--- config.mk ---
export PLATFORM = sky130hd
export DESIGN_NAME = bif_ctrl
export DESIGN_NICKNAME = d
export VERILOG_FILES = /design/src/sv/assert_macros.svh /design/src/sv/bif_pkg.sv /design/src/sv/bif_ctrl.sv
export SDC_FILE = /design/constraint.sdc
export NUM_CORES = 1
export LEC_CHECK = 0
export ABC_AREA = 1
export BUFFER_PORTS_ARGS = -buffer_cell sky130_fd_sc_hd__buf_2
export CAP_MARGIN = 30
export CORE_MARGIN = 1.5
export CORE_UTILIZATION = 32
export CTS_CLUSTER_DIAMETER = 150
export CTS_CLUSTER_SIZE = 20
export DETAILED_ROUTE_END_ITERATION = 8
export PLACE_DENSITY = 0.52
export SYNTH_ARGS = -nofsm -noshare
export SYNTH_HDL_FRONTEND = slang
export SYNTH_SLANG_ARGS = --single-unit
--- constraint.sdc ---
create_clock -name clk -period 3.3 [get_ports clk]
set_input_delay 0.825 -clock clk [delete_from_list [all_inputs] [get_ports clk]]
set_output_delay 0.825 -clock clk [all_outputs]
set_load 0.03 [all_outputs]
--- src/sv/assert_macros.svh ---
// assertion macros used by the rtl top level
`ifndef ASSERT_MACROS_SVH
`define ASSERT_MACROS_SVH

// condition must never hold
`define ASSERT_NEVER(lbl, cond) \
  lbl: assert property (@(posedge clk) disable iff (!rst_n) !(cond)) \
    else $error("assertion failed");

// same-cycle implication
`define ASSERT_IMPLIES(lbl, ante, cons) \
  lbl: assert property (@(posedge clk) disable iff (!rst_n) (ante) |-> (cons)) \
    else $error("assertion failed");

// next-cycle implication
`define ASSERT_NEXT(lbl, ante, cons) \
  lbl: assert property (@(posedge clk) disable iff (!rst_n) (ante) |=> (cons)) \
    else $error("assertion failed");

`endif

--- src/sv/bif_pkg.sv ---
// types, constants and weight table functions of the bilateral image filter
package bif_pkg;

  localparam int unsigned FRAME_W    = 12;
  localparam int unsigned CFG_ADDR_W = 4;
  localparam int unsigned CFG_DATA_W = 32;

  localparam logic [1:0] REG_FRAME_WIDTH  = 2'd0;
  localparam logic [1:0] REG_FRAME_HEIGHT = 2'd1;
  localparam logic [1:0] REG_COLOR_MODE   = 2'd2;

  localparam logic [FRAME_W-1:0] RST_FRAME_WIDTH  = 12'd640;
  localparam logic [FRAME_W-1:0] RST_FRAME_HEIGHT = 12'd480;
  localparam logic               RST_COLOR_MODE   = 1'b1;

  localparam logic REQ_PIXEL = 1'b0;
  localparam logic REQ_FLUSH = 1'b1;

  typedef struct packed {
    logic       req_type;
    logic [7:0] chan_a;
    logic [7:0] chan_b;
    logic [7:0] chan_c;
  } in_item_t;

  typedef struct packed {
    logic [7:0] out_a;
    logic [7:0] out_b;
    logic [7:0] out_c;
    logic       frame_end;
  } out_item_t;

  typedef struct packed {
    logic [FRAME_W-1:0] width;
    logic [FRAME_W-1:0] height;
    logic               color_mode;
  } frame_cfg_t;

  typedef struct packed {
    logic accept;
    logic start;
    logic issue_centre;
    logic issue_tap;
    logic div_init;
    logic div_step;
    logic load;
  } ctrl_cmd_t;

  typedef struct packed {
    logic emit_req;
    logic div_last;
  } ctrl_stat_t;

  // shift-subtract division, used at elaboration only
  function automatic logic [63:0] udiv64(input logic [63:0] a, input logic [63:0] b);
    logic [63:0] q;
    logic [63:0] r;
    q = '0;
    r = '0;
    for (int i = 63; i >= 0; i--) begin
      r = {r[62:0], a[i]};
      if (r >= b) begin
        r = r - b;
        q[i] = 1'b1;
      end
    end
    return q;
  endfunction

  // taylor series of exp(-f), f in q.31
  function automatic logic [63:0] exp_series(input logic [63:0] f);
    logic signed [64:0] sum;
    logic [63:0]        term;
    logic               done;
    sum  = 65'sh0_8000_0000;
    term = 64'h8000_0000;
    done = 1'b0;
    for (int t = 1; t <= 24; t++) begin
      if (!done) begin
        term = udiv64((term * f) >> 31, 64'(t));
        if (term == 64'd0) begin
          done = 1'b1;
        end else if (t[0]) begin
          sum = sum - $signed({1'b0, term});
        end else begin
          sum = sum + $signed({1'b0, term});
        end
      end
    end
    if (sum < 0) sum = '0;
    return sum[63:0];
  endfunction

  // exp(-n/d) as unsigned q0.wb
  function automatic logic [31:0] weight_of(input logic [63:0] n, input logic [63:0] d,
                                            input int unsigned wb);
    logic [63:0] x;
    logic [63:0] k;
    logic [63:0] e;
    logic [63:0] e1;
    logic [63:0] w;
    logic [63:0] wmax;
    if (d == 64'd0 || n >= (d << 5)) return 32'd0;
    x  = udiv64(n << 31, d);
    k  = x >> 31;
    e  = exp_series(x & 64'h7FFF_FFFF);
    e1 = exp_series(64'h8000_0000);
    for (int i = 0; i < 32; i++) begin
      if (64'(i) < k) e = (e * e1 + 64'h4000_0000) >> 31;
    end
    w    = ((e << wb) + 64'h4000_0000) >> 31;
    wmax = (64'd1 << wb) - 64'd1;
    return 32'((w > wmax) ? wmax : w);
  endfunction

endpackage

--- src/sv/bif_ctrl.sv ---
// controller state machine of the bilateral image filter
module bif_ctrl import bif_pkg::*; #(
  parameter int unsigned NTAP = 25
) (
  input  logic       clk,
  input  logic       rst_n,
  input  logic       in_valid,
  output logic       in_ready,
  output logic       out_valid,
  input  logic       out_ready,
  input  ctrl_stat_t st,
  output ctrl_cmd_t  cmd
);

  localparam int unsigned CNT_W = $clog2(NTAP + 5);

  localparam logic [1:0] S_IDLE   = 2'd0;
  localparam logic [1:0] S_GATHER = 2'd1;
  localparam logic [1:0] S_DIV    = 2'd2;
  localparam logic [1:0] S_DONE   = 2'd3;

  logic [1:0]       state_r, state_nxt;
  logic [CNT_W-1:0] cnt_r, cnt_nxt;
  logic             ov_r, ov_nxt;

  always_comb begin
    cmd       = '0;
    in_ready  = 1'b0;
    state_nxt = state_r;
    cnt_nxt   = cnt_r;
    unique case (state_r)
      S_IDLE: begin
        in_ready = 1'b1;
        if (in_valid) begin
          cmd.accept = 1'b1;
          if (st.emit_req) begin
            cmd.start = 1'b1;
            cnt_nxt   = '0;
            state_nxt = S_GATHER;
          end
        end
      end
      S_GATHER: begin
        if (cnt_r == '0) begin
          cmd.issue_centre = 1'b1;
        end else if (cnt_r <= CNT_W'(NTAP)) begin
          cmd.issue_tap = 1'b1;
        end
        if (cnt_r == CNT_W'(NTAP + 4)) begin
          cmd.div_init = 1'b1;
          state_nxt    = S_DIV;
        end else begin
          cnt_nxt = cnt_r + 1'b1;
        end
      end
      S_DIV: begin
        cmd.div_step = 1'b1;
        if (st.div_last) state_nxt = S_DONE;
      end
      S_DONE: begin
        if (!ov_r || out_ready) begin
          cmd.load  = 1'b1;
          state_nxt = S_IDLE;
        end
      end
      default: state_nxt = S_IDLE;
    endcase
  end

  always_comb begin
    priority if (cmd.load) ov_nxt = 1'b1;
    else if (out_ready)    ov_nxt = 1'b0;
    else                   ov_nxt = ov_r;
  end

  always_ff @(posedge clk) begin
    if (!rst_n) begin
      state_r <= S_IDLE;
      cnt_r   <= '0;
      ov_r    <= 1'b0;
    end else begin
      state_r <= state_nxt;
      cnt_r   <= cnt_nxt;
      ov_r    <= ov_nxt;
    end
  end

  assign out_valid = ov_r;

endmodule

==> results.txt <==
Top Usage Layer GRT: met2
Crit path DAT: 1.58 ns
Pwr dens: 745 nW/µm²
Vias in the first global route: 614
RSZ-0062 raised after global routing: no
Postcts setup bufs: 0
Peak Freq: 0.416 GHz
Mapped cell area: 673 µm²
Max-slew violation count: 0
Die width: 48.9 µm
CTS max path bufs: 2
Hold Crit Start: state_r[0]
Die area: 2390 µm²
Post-synthesis cell type count: 18
Post-cts resize count: 0
R2R depth: 7
Maximum VDD drop: 0.309 mV
Drt total wl: 1430 µm
Period Utilization, post-route: 72.8%
Most frequent cells in the layout: inv_1, nand2_1, nor2_1
Post-layout nets: 136
Ports: 15
Antenna cells: 0
Initial antenna violation count: 0
Met3 Usage GRT: 3.99%
Initial Util: 34.3%
Final Hold Fails: 0
Antenna-violating nets left: 0
Routed WL per cell: 9.76 µm
Inst Count DP: 144
Clock Latency Late Sink: 0.27 ns
Htree depth: 1
Grt ovf: 0
Flop-to-flop setup slack: 1.79 ns
Area of the multi-input gates: 423 µm²
P&R area growth vs syn: 16.5%
Worst slew margin: 75.3%
Setup_tns: 0 ns
Crit path kind: flop to primary output
R2r startpoint: state_r[1]
Worst Skew: 0.00379 ns
CTS Root Cell: clkbuf_4
CTS buffer count: 3
Die Y: 48.9 µm
DPL Wire Length: 1120 µm
Mapped Cells: 105
Overall Global Routing Usage: 13.9%
Crit. End Element: primary output
Port Buf Inserts: 14
CP Launch Type: flop
Drt pass-1 iters: 4
Crit Path Max Fanout: 7
Via-to-Cell Ratio: 4.61
Clk sinks: 8
Worst Tran Pin Value: 0.371 ns
Final Critical Period: 2.40 ns
Max-cap violations: 0
Final count of negative-setup-slack endpoints: 0
Final GP Congestion: 0.837
Post-synthesis sequential area ratio: 23.8%
Hold EP: state_r[0]
Worst reg2reg endpoint: cnt_r[1]
Ratio of cells with drive above 1 in the final layout: 20.0%
Routed via count: 678
Hold_buf cts: 0
Sequential Area: 160 µm²
Outcome: completed
Met2 usage: 23.7%
Iteration-0 DRC Markers: 12
Number of synthesized register bits: 8
Met1 Usage GRT: 15.4%
CTS tree: done
Mapped Nets: 119
Layout fillers: 255
Static leakage: 0.426 nW
Rows: 16
Worst Hold Depth: 2
Syn Area/Cell: 6.41 µm²
Crit path required time: 2.47 ns
Final worst setup slack: 0.898 ns
Tightest Hold Check Type: flop to flop
Pre-CTS WS: 1.14 ns
Largest net degree at the start of global routing: 10
Core footprint: 1960 µm²
Worst-path clk slew: 0.06 ns
First-pass GRT wire length: 2570 µm
Ys Warns: 0
Final cell count without fillers: 147
# DRC: 0
-- where the power goes --
part	internal (mW)	total, mW	switching, mW
clock	0.0419	0.0796	0.0377
sequential	0.119	0.146	0.0275
combinational	0.119	0.359	0.240
-- area by class of cell --
| cell class | count | area share [%] |
|---|---|---|
| Multi-Input combinational cell | 75 | 53.9 |
| Sequential cell | 8 | 20.4 |
| Inverter | 20 | 9.57 |
| Timing Repair Buffer | 14 | 8.93 |
| Tap cell | 27 | 4.31 |
| Clock buffer | 3 | 2.87 |
-- Yosys cell counts (all sizes together) --
cell | number | area, µm²
dfxtp | 8 | 160
o211ai | 1 | 7.51
a21boi | 1 | 7.51
nand2 | 24 | 110
inv | 20 | 75.1
a21oi | 2 | 13.8
a211oi | 1 | 7.51
nand3 | 11 | 55.1
nor2 | 21 | 88.8
buf | 2 | 15.0
nand4 | 2 | 12.5
ha | 8 | 100
o21ai | 4 | 20.0
-- kinds of logic (layout without fill, tap and decap cells) --
family	count (synthesis)	count (layout)	share of synthesized area [%]
and+or+nand+nor	58	58	39.6
DFF	8	8	23.8
adders and majority gates	8	8	14.9
AOI/OAI and AO/OA	9	9	8.37
buffers and inverters	22	37	13.4
-- critical path, stage by stage (launching register included) --
cell      delay, ns
dfxtp_1        0.45
inv_1          0.10
ha_1           0.21
nand4_1        0.14
o211ai_1       0.10
nor2_1         0.10
buf_2          0.20
-- worst max-delay path by stage --
stage          startpoint      to  slack [ns]  cells after the start
3_5_place_dp     in_valid  cmd[5]        1.14                      4
6_report         cnt_r[0]  cmd[3]        0.90                      6
3_3_place_gp     in_valid  cmd[5]        1.17                      4
5_1_grt        state_r[1]  cmd[4]        0.77                      5
2_1_floorplan  state_r[0]  cmd[5]        1.22                      4
4_1_cts          cnt_r[0]  cmd[3]        0.89                      6
-- routing by layer --
layer	vias up	part of all wire (%)
met2	22	49
met1	296	44
met5	-	0
met4	0	1.5
met3	3	5.4
li1	357	-
-- state kept, by name, indices dropped and copies added (netlist names) --
| register | count |
|---|---|
| out_valid | 1 |
| cnt_r | 5 |
| state_r | 2 |
-- metrics by stage --
step           instance area, µm²  util [%]  power, mW  hold slack [ns]
4_1_cts                       785      40.0      0.591            0.534
5_1_grt                       785      40.0      0.649            0.569
3_3_place_gp                  762      38.8      0.509            0.526
2_1_floorplan                 673         -      0.438            0.497
6_report                      785      40.0      0.585            0.525
3_5_place_dp                  762      38.8      0.510            0.527
Note: power is estimated with default switching activity, not from simulation.
